File: src/rtl/escaped_frame_crc_receiver_top_defines.svh
// ----------------------------------------------------------------------------
// escaped frame receiver assertion macros
// shared assertion forms, clocked on clk and disabled during rst
// ----------------------------------------------------------------------------
`ifndef ESCAPED_FRAME_CRC_RECEIVER_TOP_DEFINES_SVH
`define ESCAPED_FRAME_CRC_RECEIVER_TOP_DEFINES_SVH

// same-cycle implication
`define EFCR_ASSERT_SAME(lbl, ante, cons) \
  lbl: assert property (@(posedge clk) disable iff (rst) (ante) |-> (cons)) \
    else $error("efcr assertion failed");

// next-cycle implication
`define EFCR_ASSERT_NEXT(lbl, ante, cons) \
  lbl: assert property (@(posedge clk) disable iff (rst) (ante) |=> (cons)) \
    else $error("efcr assertion failed");

`endif

File: src/rtl/efcr_pkg.sv
// ----------------------------------------------------------------------------
// efcr_pkg
// types, constants and the crc16 byte update for the escaped frame receiver
// ----------------------------------------------------------------------------
`default_nettype none

package efcr_pkg;

  localparam logic [7:0]  START_MARK = 8'h7E;
  localparam logic [7:0]  END_MARK   = 8'h7F;
  localparam logic [7:0]  ESC_MARK   = 8'h7D;
  localparam logic [7:0]  ESC_FLIP   = 8'h20;
  localparam logic [15:0] CRC_INIT   = 16'hFFFF;
  localparam logic [15:0] CRC_POLY   = 16'hA001;
  localparam logic [15:0] TICK_MAX   = 16'hFFFF;

  localparam logic [15:0] MAX_LEN_RESET = 16'd4096;
  localparam logic [15:0] TIMEOUT_RESET = 16'd1000;

  localparam int ADDR_W      = 3;
  localparam int REG_IDX_LSB = 2;

  typedef enum logic [0:0] {
    REG_MAX_LEN = 1'b0,
    REG_TIMEOUT = 1'b1
  } efcr_reg_t;

  typedef enum logic [0:0] {
    OP_BYTE = 1'b0,
    OP_TICK = 1'b1
  } efcr_op_t;

  typedef enum logic [0:0] {
    KIND_DATA   = 1'b0,
    KIND_STATUS = 1'b1
  } efcr_kind_t;

  typedef enum logic [2:0] {
    ST_OK        = 3'd0,
    ST_CRC_ERR   = 3'd1,
    ST_TOO_BIG   = 3'd2,
    ST_OVERFLOW  = 3'd3,
    ST_PREMATURE = 3'd4,
    ST_TIMEOUT   = 3'd5
  } efcr_status_t;

  typedef enum logic [2:0] {
    PH_IDLE    = 3'b001,
    PH_HEADER  = 3'b010,
    PH_PAYLOAD = 3'b100
  } efcr_phase_t;

  // header byte positions
  localparam logic [2:0] HDR_LEN_B1 = 3'd1;
  localparam logic [2:0] HDR_LEN_B3 = 3'd3;
  localparam logic [2:0] HDR_CRC_B0 = 3'd4;
  localparam logic [2:0] HDR_CRC_B1 = 3'd5;
  localparam logic [2:0] HDR_TYPE   = 3'd6;

  typedef struct packed {
    logic [15:0] max_len;
    logic [15:0] timeout;
  } efcr_cfg_t;

  // reflected crc16 (0xA001), one byte, bit loop unrolled
  function automatic logic [15:0] crc16_byte(input logic [15:0] crc, input logic [7:0] b);
    logic [15:0] c;
    c = crc ^ {8'h00, b};
    for (int i = 0; i < 8; i++) begin
      c = c[0] ? ((c >> 1) ^ CRC_POLY) : (c >> 1);
    end
    return c;
  endfunction

endpackage

`default_nettype wire

File: src/rtl/efcr_cfg_regs.sv
// ----------------------------------------------------------------------------
// efcr_cfg_regs
// apb register file holding the length limit and the tick timeout
// ----------------------------------------------------------------------------
`default_nettype none

module efcr_cfg_regs (
  input  wire logic                        clk,
  input  wire logic                        rst,
  input  wire logic                        psel,
  input  wire logic                        penable,
  input  wire logic                        pwrite,
  input  wire logic [efcr_pkg::ADDR_W-1:0] paddr,
  input  wire logic [31:0]                 pwdata,
  output logic [31:0]                      prdata,
  output logic                             pready,
  output efcr_pkg::efcr_cfg_t              cfg
);

  efcr_pkg::efcr_reg_t reg_sel;
  logic                wr_en;

  assign pready  = 1'b1;
  assign reg_sel = efcr_pkg::efcr_reg_t'(paddr[efcr_pkg::REG_IDX_LSB]);
  assign wr_en   = psel && penable && pwrite && pready;

  always_ff @(posedge clk) begin
    if (rst) begin
      cfg.max_len <= efcr_pkg::MAX_LEN_RESET;
      cfg.timeout <= efcr_pkg::TIMEOUT_RESET;
    end else if (wr_en) begin
      unique case (reg_sel)
        efcr_pkg::REG_MAX_LEN: cfg.max_len <= pwdata[15:0];
        efcr_pkg::REG_TIMEOUT: cfg.timeout <= pwdata[15:0];
        default: ;
      endcase
    end
  end

  always_comb begin
    unique case (reg_sel)
      efcr_pkg::REG_MAX_LEN: prdata = {16'h0000, cfg.max_len};
      efcr_pkg::REG_TIMEOUT: prdata = {16'h0000, cfg.timeout};
      default:               prdata = 32'h0000_0000;
    endcase
  end

endmodule

`default_nettype wire

File: src/rtl/escaped_frame_crc_receiver_top.sv
// ----------------------------------------------------------------------------
// escaped_frame_crc_receiver_top: byte-stuffed frame receiver with crc16 check
// flow: input register, then result register; a stalled output holds the item
// throughput: 1 item per cycle when out_stall is low; combinational crc update
// reset: synchronous rst returns to start hunt, limits to 4096 and 1000 ticks
// ----------------------------------------------------------------------------
`default_nettype none
`include "escaped_frame_crc_receiver_top_defines.svh"

module escaped_frame_crc_receiver_top (
  input  wire logic                        clk,
  input  wire logic                        rst,
  // input channel
  input  wire logic                        in_valid,
  output logic                             in_stall,
  input  wire logic                        op,
  input  wire logic [7:0]                  rx_byte,
  // result channel
  output logic                             out_valid,
  input  wire logic                        out_stall,
  output logic                             kind,
  output logic [7:0]                       payload_byte,
  output logic [2:0]                       status,
  output logic                             last,
  // configuration port
  input  wire logic                        psel,
  input  wire logic                        penable,
  input  wire logic                        pwrite,
  input  wire logic [efcr_pkg::ADDR_W-1:0] paddr,
  input  wire logic [31:0]                 pwdata,
  output logic [31:0]                      prdata,
  output logic                             pready
);

  efcr_pkg::efcr_cfg_t cfg;

  efcr_cfg_regs u_cfg_regs (
    .clk     (clk),
    .rst     (rst),
    .psel    (psel),
    .penable (penable),
    .pwrite  (pwrite),
    .paddr   (paddr),
    .pwdata  (pwdata),
    .prdata  (prdata),
    .pready  (pready),
    .cfg     (cfg)
  );

  // --------------------------------------------------------------------------
  // input register
  // --------------------------------------------------------------------------
  logic               s1_valid;
  efcr_pkg::efcr_op_t s1_op;
  logic [7:0]         s1_byte;
  logic               s1_advance;
  logic               in_take;

  // the held item moves on whenever the result register is free or draining
  assign s1_advance = s1_valid && (!out_valid || !out_stall);
  assign in_stall   = s1_valid && !s1_advance;
  assign in_take    = in_valid && !in_stall;

  always_ff @(posedge clk) begin
    if (rst) begin
      s1_valid <= 1'b0;
    end else if (in_take) begin
      s1_valid <= 1'b1;
    end else if (s1_advance) begin
      s1_valid <= 1'b0;
    end
  end

  // payload of the input register, no reset needed
  always_ff @(posedge clk) begin
    if (in_take) begin
      s1_op   <= efcr_pkg::efcr_op_t'(op);
      s1_byte <= rx_byte;
    end
  end

  // --------------------------------------------------------------------------
  // frame state
  // --------------------------------------------------------------------------
  efcr_pkg::efcr_phase_t phase, phase_next;
  logic                  esc_pending, esc_pending_next;
  logic [2:0]            header_count, header_count_next;
  logic [15:0]           len_lo, len_lo_next;       // low half of the header length
  logic                  len_hi_nz, len_hi_nz_next; // upper half is nonzero
  logic [15:0]           header_crc, header_crc_next;
  logic [15:0]           running_crc, running_crc_next;
  logic [15:0]           payload_count, payload_count_next;
  logic [15:0]           elapsed, elapsed_next;

  // result of the item in the input register
  logic                   res_valid;
  efcr_pkg::efcr_kind_t   res_kind;
  logic [7:0]             res_byte;
  efcr_pkg::efcr_status_t res_status;
  logic                   frame_clear;
  logic                   frame_start;
  logic [7:0]             data_b;
  logic [15:0]            crc_upd;

  // unescaped value of the byte when an escape is pending
  assign data_b  = esc_pending ? (s1_byte ^ efcr_pkg::ESC_FLIP) : s1_byte;
  assign crc_upd = efcr_pkg::crc16_byte(running_crc, data_b);

  always_comb begin
    phase_next         = phase;
    esc_pending_next   = esc_pending;
    header_count_next  = header_count;
    len_lo_next        = len_lo;
    len_hi_nz_next     = len_hi_nz;
    header_crc_next    = header_crc;
    running_crc_next   = running_crc;
    payload_count_next = payload_count;
    elapsed_next       = elapsed;
    res_valid          = 1'b0;
    res_kind           = efcr_pkg::KIND_DATA;
    res_byte           = 8'h00;
    res_status         = efcr_pkg::ST_OK;
    frame_clear        = 1'b0;
    frame_start        = 1'b0;

    if (s1_advance) begin
      if (s1_op == efcr_pkg::OP_TICK) begin
        // ticks only count inside a frame
        if (phase != efcr_pkg::PH_IDLE) begin
          if (elapsed >= cfg.timeout) begin
            res_valid   = 1'b1;
            res_kind    = efcr_pkg::KIND_STATUS;
            res_status  = efcr_pkg::ST_TIMEOUT;
            frame_clear = 1'b1;
          end else if (elapsed != efcr_pkg::TICK_MAX) begin
            elapsed_next = elapsed + 16'd1;
          end
        end
      end else begin
        unique case (phase)
          efcr_pkg::PH_IDLE: begin
            // hunt for the start marker, drop everything else
            if (s1_byte == efcr_pkg::START_MARK) begin
              frame_clear = 1'b1;
              frame_start = 1'b1;
            end
          end
          efcr_pkg::PH_HEADER: begin
            // raw little-endian header: length, crc, type
            priority if (header_count == 3'd0) begin
              len_lo_next[7:0] = s1_byte;
            end else if (header_count == efcr_pkg::HDR_LEN_B1) begin
              len_lo_next[15:8] = s1_byte;
            end else if (header_count <= efcr_pkg::HDR_LEN_B3) begin
              len_hi_nz_next = len_hi_nz || (s1_byte != 8'h00);
            end else if (header_count == efcr_pkg::HDR_CRC_B0) begin
              header_crc_next[7:0] = s1_byte;
            end else if (header_count == efcr_pkg::HDR_CRC_B1) begin
              header_crc_next[15:8] = s1_byte;
            end else begin
            end

            if (header_count >= efcr_pkg::HDR_TYPE) begin
              header_count_next = 3'd0;
              if (len_hi_nz || (len_lo > cfg.max_len)) begin
                res_valid   = 1'b1;
                res_kind    = efcr_pkg::KIND_STATUS;
                res_status  = efcr_pkg::ST_TOO_BIG;
                frame_clear = 1'b1;
              end else begin
                phase_next         = efcr_pkg::PH_PAYLOAD;
                payload_count_next = 16'd0;
                running_crc_next   = efcr_pkg::CRC_INIT;
              end
            end else begin
              header_count_next = header_count + 3'd1;
            end
          end
          efcr_pkg::PH_PAYLOAD: begin
            if (!esc_pending && (s1_byte == efcr_pkg::ESC_MARK)) begin
              esc_pending_next = 1'b1;
            end else begin
              esc_pending_next = 1'b0;
              if (!esc_pending && (s1_byte == efcr_pkg::END_MARK)) begin
                // end marker: length and crc decide the status
                res_valid   = 1'b1;
                res_kind    = efcr_pkg::KIND_STATUS;
                frame_clear = 1'b1;
                if (payload_count != len_lo) begin
                  res_status = efcr_pkg::ST_PREMATURE;
                end else if (running_crc != header_crc) begin
                  res_status = efcr_pkg::ST_CRC_ERR;
                end else begin
                  res_status = efcr_pkg::ST_OK;
                end
              end else if (payload_count >= len_lo) begin
                res_valid   = 1'b1;
                res_kind    = efcr_pkg::KIND_STATUS;
                res_status  = efcr_pkg::ST_OVERFLOW;
                frame_clear = 1'b1;
              end else begin
                // data byte goes out and into the crc
                res_valid          = 1'b1;
                res_byte           = data_b;
                payload_count_next = payload_count + 16'd1;
                running_crc_next   = crc_upd;
              end
            end
          end
          default: begin
            frame_clear = 1'b1;
          end
        endcase
      end
    end

    // any abort, frame end or new start wipes the frame state
    if (frame_clear) begin
      phase_next         = efcr_pkg::PH_IDLE;
      esc_pending_next   = 1'b0;
      header_count_next  = 3'd0;
      len_lo_next        = 16'd0;
      len_hi_nz_next     = 1'b0;
      header_crc_next    = 16'd0;
      running_crc_next   = efcr_pkg::CRC_INIT;
      payload_count_next = 16'd0;
      elapsed_next       = 16'd0;
    end
    if (frame_start) begin
      phase_next = efcr_pkg::PH_HEADER;
    end
  end

  always_ff @(posedge clk) begin
    if (rst) begin
      phase         <= efcr_pkg::PH_IDLE;
      esc_pending   <= 1'b0;
      header_count  <= 3'd0;
      len_lo        <= 16'd0;
      len_hi_nz     <= 1'b0;
      header_crc    <= 16'd0;
      running_crc   <= efcr_pkg::CRC_INIT;
      payload_count <= 16'd0;
      elapsed       <= 16'd0;
    end else begin
      phase         <= phase_next;
      esc_pending   <= esc_pending_next;
      header_count  <= header_count_next;
      len_lo        <= len_lo_next;
      len_hi_nz     <= len_hi_nz_next;
      header_crc    <= header_crc_next;
      running_crc   <= running_crc_next;
      payload_count <= payload_count_next;
      elapsed       <= elapsed_next;
    end
  end

  // --------------------------------------------------------------------------
  // result register
  // --------------------------------------------------------------------------
  always_ff @(posedge clk) begin
    if (rst) begin
      out_valid <= 1'b0;
    end else if (s1_advance && res_valid) begin
      out_valid <= 1'b1;
    end else if (out_valid && !out_stall) begin
      out_valid <= 1'b0;
    end
  end

  always_ff @(posedge clk) begin
    if (s1_advance && res_valid) begin
      kind         <= res_kind;
      payload_byte <= res_byte;
      status       <= res_status;
      last         <= (res_kind == efcr_pkg::KIND_STATUS);
    end
  end

  // --------------------------------------------------------------------------
  // assertions
  // --------------------------------------------------------------------------
  `EFCR_ASSERT_SAME(a_data_item_clean,
    out_valid && (kind == efcr_pkg::KIND_DATA), !last && (status == efcr_pkg::ST_OK))
  `EFCR_ASSERT_SAME(a_escape_only_in_payload,
    esc_pending, phase == efcr_pkg::PH_PAYLOAD)
  `EFCR_ASSERT_SAME(a_payload_within_length,
    phase == efcr_pkg::PH_PAYLOAD, !len_hi_nz && (payload_count <= len_lo))
  `EFCR_ASSERT_NEXT(a_status_returns_idle,
    s1_advance && res_valid && (res_kind == efcr_pkg::KIND_STATUS),
    (phase == efcr_pkg::PH_IDLE) && (elapsed == 16'd0))

endmodule

`default_nettype wire

File: config.mk
export PLATFORM = sky130hd
export DESIGN_NAME = escaped_frame_crc_receiver_top
export DESIGN_NICKNAME = d
export VERILOG_FILES = /design/src/rtl/efcr_pkg.sv /design/src/rtl/efcr_cfg_regs.sv /design/src/rtl/escaped_frame_crc_receiver_top.sv
export VERILOG_INCLUDE_DIRS = /design/src /design/src/rtl
export SDC_FILE = /design/constraint.sdc
export NUM_CORES = 1
export LEC_CHECK = 0
export ABC_AREA = 0
export BUFFER_PORTS_ARGS = -buffer_cell sky130_fd_sc_hd__buf_2
export CAP_MARGIN = 10
export CORE_UTILIZATION = 59
export CTS_CLUSTER_DIAMETER = 30
export DETAILED_ROUTE_END_ITERATION = 7
export PLACE_DENSITY = 0.84
export SYNTH_ARGS = -nofsm -noshare
export SYNTH_HDL_FRONTEND = slang
export SYNTH_HIERARCHICAL = 1
export SYNTH_SLANG_ARGS = --single-unit
File: constraint.sdc
create_clock -name clk -period 3.3 [get_ports clk]
set_input_delay 0.66 -clock clk [delete_from_list [all_inputs] [get_ports clk]]
set_output_delay 0.66 -clock clk [all_outputs]
set_load 0.05 [all_outputs]
# Word level (Yosys, flattened, before mapping)
# Index checks and enable logic that the tools add are counted.
[word_totals] regBits=143 input_bits=51 output_inout_bits=48 wordCells=176
[classes] addsub=3 magnitude_cmp=5 eq_ne=20 mux=66 bitwise_logic=20 n_reduce_logical=41
[ops] op="16-bit 2-to-1 mux" n=18
[ops] op="16-bit case mux with 2 select lines" n=2
[ops] op="32-bit case mux with 2 select lines" n=1
[ops] op="16-bit by 1-bit adder with 16-bit output, second input constant" n=2
[ops] op="16-bit >= comparator" n=2
[ops] op="16-bit inequality test" n=2
[ops] op="8-bit by 7-bit equality test with 1-bit output, second input constant" n=3
[ops] op="2-bit inverter with 3-bit output" n=8
[ops] op="1-bit 2-to-1 mux" n=23
[ops] op="3-bit 2-to-1 mux" n=7
[ops] op="2-bit 2-to-1 mux" n=10
[ops] op="5-bit AND reduction" n=4
[ops] op="16-bit greater-than comparator" n=1
[ops] op="16-bit inequality test, second input constant" n=1
[ops] op="8-bit AND reduction" n=2
[ops] op="16-bit by 8-bit XOR with 16-bit output" n=1
[ops] op="1-bit inverter" n=11
[ops] op="2-bit inequality test, second input constant" n=5
[ops] op="3-bit equality test, second input constant" n=3
[ops] op="1-bit logical AND" n=9
[ops] op="3-bit nonzero test" n=3
[ops] op="8-bit nonzero test" n=1
[ops] op="7-bit AND reduction" n=1
[ops] op="3-bit by 1-bit equality test with 1-bit output, second input constant" n=2
[ops] op="21 further kinds" n=33

# Logic depth before layout (Yosys ltp)
# Gate-level depths: netlist (run 1).
[logic_depth] depth_word=23 ltp_mapped=12 mapped_depth_nobuf=9

# Cells and area by module
# Netlist (run 1), hierarchy kept.
[by_module_without_submodules] mod="escaped_frame_crc_receiver_top" n_inst=1 cells_per_inst=764 area_each_um2=6677.7 seq_area_each_um2=2432.3
[by_module_without_submodules] mod="efcr_cfg_regs" n_inst=1 cells_per_inst=169 area_each_um2=1715.4 seq_area_each_um2=640.6

# Least setup slack after synthesis (run 1)
# OpenSTA, ideal clock, no wires.
[synth_path] path_kind="register to register" start="register, netlist name u_cfg_regs/cfg[29]" end="register running_crc[3]" setup_ns=0.128 t_arrival_ns=2.543 required_ns=3.172 slack_ns=0.630 stages_incl_launch_ff=12 n_path_buf=2 period_less_slack_ns=2.670 path_cell_list="dfxtp_1 inv_1 ha_1 nand4_1 nor3_1 a2111oi_4 a31oi_4 or4_1 buf_2 buf_2 a211oi_1 o21ai_1"
[synth_between] elab_chain_len=8 word_cells_on_any_way=10 cone_classes="order compare (1); eq/ne (1); mux (5); reduce/logical (3)"
[synth_rtl] item="16-bit greater-than comparator *" line="escaped_frame_crc_receiver_top.sv:165" text="if (len_hi_nz || (len_lo > cfg.max_len)) begin"
[synth_rtl] item="1-bit logical OR *" line="escaped_frame_crc_receiver_top.sv:165"
[synth_rtl] item="1-bit 2-to-1 mux" line="escaped_frame_crc_receiver_top.sv:165"
[synth_rtl] item="1-bit 2-to-1 mux" line="escaped_frame_crc_receiver_top.sv:163" text="if (header_count >= efcr_pkg::HDR_TYPE) begin"
[synth_rtl] item="1-bit case mux with 3 select lines" line="escaped_frame_crc_receiver_top.sv:140" text="unique case (phase)"
[synth_rtl] item="1-bit 2-to-1 mux" line="escaped_frame_crc_receiver_top.sv:127" text="if (s1_op == efcr_pkg::OP_TICK) begin"
[synth_rtl] item="1-bit 2-to-1 mux" line="escaped_frame_crc_receiver_top.sv:126" text="if (s1_advance) begin"
[synth_rtl] item="2-bit OR reduction (no source line)"
[synth_rtl] item="end signal, assigned" line="escaped_frame_crc_receiver_top.sv:242" text="running_crc <= efcr_pkg::CRC_INIT;"
[synth_rtl] item="end signal, assigned" line="escaped_frame_crc_receiver_top.sv:252" text="running_crc <= running_crc_next;"
[synth_rtl] item="end, declared" line="escaped_frame_crc_receiver_top.sv:91" text="logic [15:0] running_crc, running_crc_next;"
# Every way passes the cells marked *; elsewhere a longest branch is shown, timed or not.
# A chain may end at the register's enable or synchronous reset.

# Final worst setup path (run 1)
[layout_path] start="register, netlist name u_cfg_regs/cfg[30]" end="register running_crc[14]"
[layout_between] elab_chain_len=8 word_cells_on_any_way=10 cone_classes="order compare (1); eq/ne (1); mux (5); reduce/logical (3)"
[layout_rtl] item="16-bit greater-than comparator *" line="escaped_frame_crc_receiver_top.sv:165"
[layout_rtl] item="1-bit logical OR *" line="escaped_frame_crc_receiver_top.sv:165"
[layout_rtl] item="1-bit 2-to-1 mux" line="escaped_frame_crc_receiver_top.sv:165"
[layout_rtl] item="1-bit 2-to-1 mux" line="escaped_frame_crc_receiver_top.sv:163"
[layout_rtl] item="1-bit case mux with 3 select lines" line="escaped_frame_crc_receiver_top.sv:140"
[layout_rtl] item="1-bit 2-to-1 mux" line="escaped_frame_crc_receiver_top.sv:127"
[layout_rtl] item="1-bit 2-to-1 mux" line="escaped_frame_crc_receiver_top.sv:126"
[layout_rtl] item="2-bit OR reduction (no source line)"
# Marks and branches as above.

==> reports/results.tsv, run 1 <==
metric	value	unit
Die H	121	um
fin cells	1174	
Crit Path Class	register to register	
synthesized area per cell	9.00	um^2
Synth top area share	29.1	%
EDFF count, synth	21	
Distinct cells, synth	69	
nets	1086	
clock skew	7.78	ps
initial antenna violation count	1	
std cell rows	43	
PwrDens	425	nW/um^2
synth warn	6	
nature of the critical path endpoint	register	
area leader, netlist	dfxtp_1	
setup_tns	0	ps
maximum VDD drop	0.000376	V
total gr overflow	0	
vias	7060	
Tcrit/Tclk final	94.8	%
clk buf depth	2	
status	complete, no violations	
hold crit path type	primary input to register	
first drt pass iteration count	5	
cells after synthesis	933	
global-route wire length before repair	33.0	mm
min Tclk post-route	3130	ps
Slew HR	44.1	%
total power	0.00397	W
asr flop ratio synth	0	%
Primary FF master, synth	dfxtp_1	
Area contributors post-synth	dfxtp_1 (29%), ha_1 (8.1%), edfxtp_1 (7.5%)	
Core Region	13900	um^2
critical-path cell list	inv_1 > ha_1 > nand4_1 > nor3_1 > a2111oi_4 > a31oi_4 > or4_1 > buf_4 > a211oi_1 > o21ai_0	
H-tree levels	4	
cts hold-fix bufs	0	
mapped cell area	8390	um^2
Reg2Reg Depth	10	
Starting Density	60.5	%
Critical Path RT	3580	ps
placed instance area	8770	um^2
vias in the first global route	6652	
FMAX	0.320	GHz
largest net degree at the start of global routing	60	
most common cell after layout, fill and taps aside	dfxtp_1	
clock-pin slew on the worst setup and hold paths	60	ps
max_cap viols	0	
dpl cells	1142	
DRT antenna net count	0	
final instance area	9330	um^2
drc violations	0	
DP HPWL	14.2	mm
Pleak	3.82	nW
most frequent cells in the layout	dfxtp_1 (122), nor2_1 (70), buf_2 (63), a21oi_1 (61), inv_1 (58)	
Starting DRT DRC Count	616	
critical path arrival	3410	ps
register area share after synthesis	36.6	%
layout cells sized above 1	15.5	%
max-slew violation count	0	
GP Congestion	0.868	
measured slew at the worst slew-check pin	838	ps
Multi-input gate area	4780	um^2
register area	3070	um^2
Fillers	1052	
flop and latch count out of synthesis	143	
Total Die Area	14700	um^2
final WL	20.5	mm
gr usage total	28.9	%
CTS tree	done	
drt wl/cell	17.4	um
Num CTS Buffers	17	
worst hold stages	1	
Port-buffer cells	63	
num ports	99	
Worst-Skew Late Latency	430	ps
Final Hold Viols	0	
Antenna diodes	0	
CP Launch Type	register	
Clock Sinks	143	
worst-path fanout max	17	
RSZ-0062 raised after global routing	no	
count of final setup violators	0	
root buf cell	clkbuf_16	
via/cell ratio	6.01	
CP peak stage delay	590	ps
Die Wd	121	um
CP max-delay cell	or4_1	
layout overhead on the synthesized area	11.1	%
-- final timing paths --
path                 startpoint         endpoint  slack [ps]
min                  rx_byte[4]       s1_byte[4]         410
max reg2reg  u_cfg_regs/cfg[30]  running_crc[14]         170
max          u_cfg_regs/cfg[30]  running_crc[14]         170
min reg2reg       header_crc[2]    header_crc[2]         480
-- layer usage --
layer / global-route usage [%] / wire, um / up-vias
met5: 0 / 13 / -
met4: 11.2 / 560 / 2
met3: 6.58 / 1420 / 59
met2: 48.2 / 10000 / 275
met1: 36.0 / 8470 / 3350
li1: - / - / 3374
-- sequential cells by signal, summed over array words and instances (netlist names), 3 cells and up --
register / cells
elapsed: 16
u_cfg_regs/cfg: 32
s1_byte: 8
payload_count: 16
status: 3
phase: 3
payload_byte: 8
header_count: 3
len_lo: 16
header_crc: 16
running_crc: 16
-- worst max-delay path, delay by kind of cell (launching register included) --
kind / cells / cell delay [ps]
flops: 1 / 370
buf+inv: 2 / 310
compound gates: 4 / 1100
fa+ha+maj: 1 / 300
simple gates: 3 / 900
-- metrics by stage --
stage	hold WS (ps)	worst slack, ps	util, %
floorplan	448	630	-
global placement	468	328	63.2
detailed placement	473	264	63.2
CTS	400	152	67.1
global route	395	42.6	67.2
finish	405	171	67.2
-- where the power goes --
part | leakage (nW) | internal (W) | switching [W]
sequential | 1.21 | 0.00178 | 0.0000222
combinational | 2.35 | 0.000110 | 0.000220
clock | 0.261 | 0.00109 | 0.000743
-- synthesized netlist by cell type (16+ instances only) --
master    count
o21ai_0      26
buf_4        21
nor4_1       16
clkbuf_1     29
nand2b_1     42
mux2_2       18
dfxtp_1     122
inv_1        58
nand2_1      48
mux2i_1      57
xor2_1       23
nor2_1       70
a21oi_1      61
ha_1         54
nor3_1       28
xnor2_1      20
edfxtp_1     21
nand3_1      36
-- area by class of cell --
cell class | count | share of cell area, %
inverters | 59 | 2.37
multi-input cells | 678 | 51.3
clock buffers | 17 | 4.56
clock inverters | 15 | 1.37
repair buffers | 82 | 5.04
well taps | 180 | 2.41
flip-flops and latches | 143 | 32.9
-- logic make-up (layout without fill, tap and decap cells) --
family / count (synthesis) / after routing / share of synthesized area (%)
adders and majority gates: 54 / 54 / 8.05
muxes: 75 / 75 / 9.21
xor gates and xnor gates: 45 / 45 / 5.02
AOI/OAI and AO/OA: 159 / 159 / 12.7
other: 2 / 17 / 0.0895
DFF: 143 / 143 / 36.6
buffers and inverters: 127 / 173 / 7.22
and+or+nand+nor: 328 / 328 / 21.1
-- what timing repair did --
item | 4_1_cts | 5_1_grt
gates resized for setup | 0 | 2
buffers inserted | 0 | 0
setup endpoints to repair | 0 | 2
Note: power is estimated with default switching activity, not from simulation.
==> run 2: changes to the inputs <==
==> constraint.sdc (replaced) <==
create_clock -name clk -period 3.34 [get_ports clk]
set_input_delay 0.668 -clock clk [delete_from_list [all_inputs] [get_ports clk]]
set_output_delay 0.668 -clock clk [all_outputs]
set_load 0.05 [all_outputs]
==> reports/results.tsv, run 2 (synthesis gave the netlist of run 1 again) <==
metric	value	unit	change
status	complete, no violations		
std cell rows	43		unchanged
GP Congestion	0.865		-0.32%
R2R Setup Slk	220	ps	+50 ps
count of final setup violators	0		unchanged
final instance area	9390	um^2	+0.66%
layout overhead on the synthesized area	11.9	%	
Port-buffer cells	63		unchanged
Starting Density	60.5	%	unchanged
final WL	19.8	mm	-3.4%
RSZ-0062 raised after global routing	no		
largest net degree at the start of global routing	60		unchanged
nature of the critical path endpoint	register		
Largest Register	u_cfg_regs/cfg		
Starting DRT DRC Count	642		+4.2%
most common cell after layout, fill and taps aside	dfxtp_1		
CP Launch Type	register		
hold crit path type	primary input to register		
vias	7004		-0.79%
Pleak	3.85	nW	+0.87%
first drt pass iteration count	5		unchanged
WHS Endpoint	s1_byte[1]		
clock skew	7.64	ps	-0.141 ps
Core Region	13900	um^2	unchanged
CP peak stage delay	660	ps	+70 ps
Final Hold Viols	0		unchanged
setup_tns	0	ps	unchanged
layout cells sized above 1	15.9	%	+0.37 points
Antenna diodes	0		unchanged
RR Endpoint	payload_count[7]		
most frequent cells in the layout	dfxtp_1 (122), nor2_1 (70), buf_2 (63), a21oi_1 (61), inv_1 (58)		
total power	0.00404	W	+1.9%
worst hold stages	1		unchanged
initial antenna violation count	0		-1
Num CTS Buffers	17		unchanged
worst-path fanout max	14		-3
CP top delay family	compound AO/OA/AOI/OAI gates		
vias in the first global route	6522		-2.0%
Critical Path RT	3690	ps	+110 ps
Worst-Skew Late Latency	430	ps	about the same
Largest register FFs	32		unchanged
clock-pin slew on the worst setup and hold paths	60	ps	about the same
critical path buffer and inverter count	0		-2
placed instance area	8780	um^2	+0.17%
via/cell ratio	5.96		-0.96%
critical path arrival	3460	ps	+50 ps
total gr overflow	0		unchanged
drt wl/cell	16.8	um	-3.5%
global-route wire length before repair	31.9	mm	-3.3%
Total Die Area	14700	um^2	unchanged
clk buf depth	2		unchanged
DRT antenna net count	0		unchanged
worst reg2reg startpoint	payload_count[2]		
Tcrit/Tclk final	93.3	%	-1.6 points
max-slew violation count	0		unchanged
Clock Sinks	143		unchanged
nets	1088		+0.18%
Reg2Reg Depth	8		-2
FMAX	0.321	GHz	+0.45%
critical-path cell list	ha_1 > or2_0 > a21oi_1 > a211oi_1 > a2111o_1 > o22a_1 > or4b_2 > a21oi_1		
CTS tree	done		
H-tree levels	4		unchanged
DP HPWL	14.0	mm	-1.7%
num ports	99		unchanged
pre-CTS setup slack	320	ps	+56.4 ps
final worst slack	225	ps	+54.0 ps
Die Wd	121	um	unchanged
maximum VDD drop	0.000362	V	-3.6%
Slew HR	44.4	%	+0.33 points
crit-path most repeated cell	a21oi_1		
Die H	121	um	unchanged
max_cap viols	0		unchanged
Crit Path Class	register to register		
min Tclk post-route	3120	ps	-14.0 ps
hold path start	rx_byte[1]		
PwrDens	431	nW/um^2	+1.2%
drc violations	0		unchanged
cts hold-fix bufs	0		unchanged
gr usage total	28.0	%	-0.88 points
measured slew at the worst slew-check pin	833	ps	-4.95 ps
root buf cell	clkbuf_16		
CP max-delay cell	or4b_2		
run 2: area by class of cell:
cell class | instances | area (um^2)
inverter | 59 | 221
fill | 1099 | 4490
sequential | 143 | 3070
clock inverter | 10 | 136
timing repair buffer | 84 | 485
multi-input combinational | 678 | 4780
tap | 180 | 225
clock buffer | 22 | 464
run 2: worst max-delay path by stage:
| stage | from | cells past startpoint | slack, ps | to |
|---|---|---|---|---|
| floorplan | u_cfg_regs/cfg[29] | 11 | 670 | running_crc[3] |
| global route | u_cfg_regs/cfg[31] | 10 | 30 | running_crc[11] |
| global placement | u_cfg_regs/cfg[31] | 10 | 350 | running_crc[2] |
| CTS | u_cfg_regs/cfg[31] | 10 | 180 | running_crc[5] |
| finish | payload_count[2] | 8 | 220 | payload_count[7] |
| detailed placement | u_cfg_regs/cfg[15] | 9 | 320 | elapsed[9] |
run 2: per-layer routing:
layer  vias to the layer above  global-route usage [%]  part of all wire [%]
met5                         -                       0                     0
met4                         0                    11.3                   2.4
met3                        46                    5.73                   6.4
met2                       267                    46.8                    48
met1                      3315                    35.1                    43
li1                       3376                       -                     -
run 2: repair_timing:
| item | 4_1_cts | 5_1_grt |
|---|---|---|
| gates resized for setup | 0 | 1 |
| setup buffers | 0 | 0 |
| hold endpoints to repair | 0 | 0 |
| endpoints found under the setup margin | 0 | 8 |
run 2: worst reg2reg max path, cell delays in order (launching register included):
cell and delay, ps:
dfxtp_1 450, ha_1 290, or2_0 210, a21oi_1 190, a211oi_1 90, a2111o_1 550
o22a_1 430, or4b_2 670, a21oi_1 180
run 2: stage by stage:
stage | cells | util (%) | hold WS (ps)
5_1_grt | 1176 | 67.6 | 400
6_report | 1176 | 67.6 | 415
3_3_place_gp | 1144 | 63.3 | 468
2_1_floorplan | 948 | - | 448
3_5_place_dp | 1144 | 63.3 | 470
4_1_cts | 1176 | 67.6 | 405
run 2: report_power, final:
group | leakage, nW | total [W] | internal (W) | switching, W
registers | 1.21 | 0.00178 | 0.00176 | 0.0000166
logic | 2.35 | 0.000329 | 0.000110 | 0.000219
clock network | 0.288 | 0.00193 | 0.00121 | 0.000723
total | 3.85 | 0.00404 | 0.00308 | 0.000959
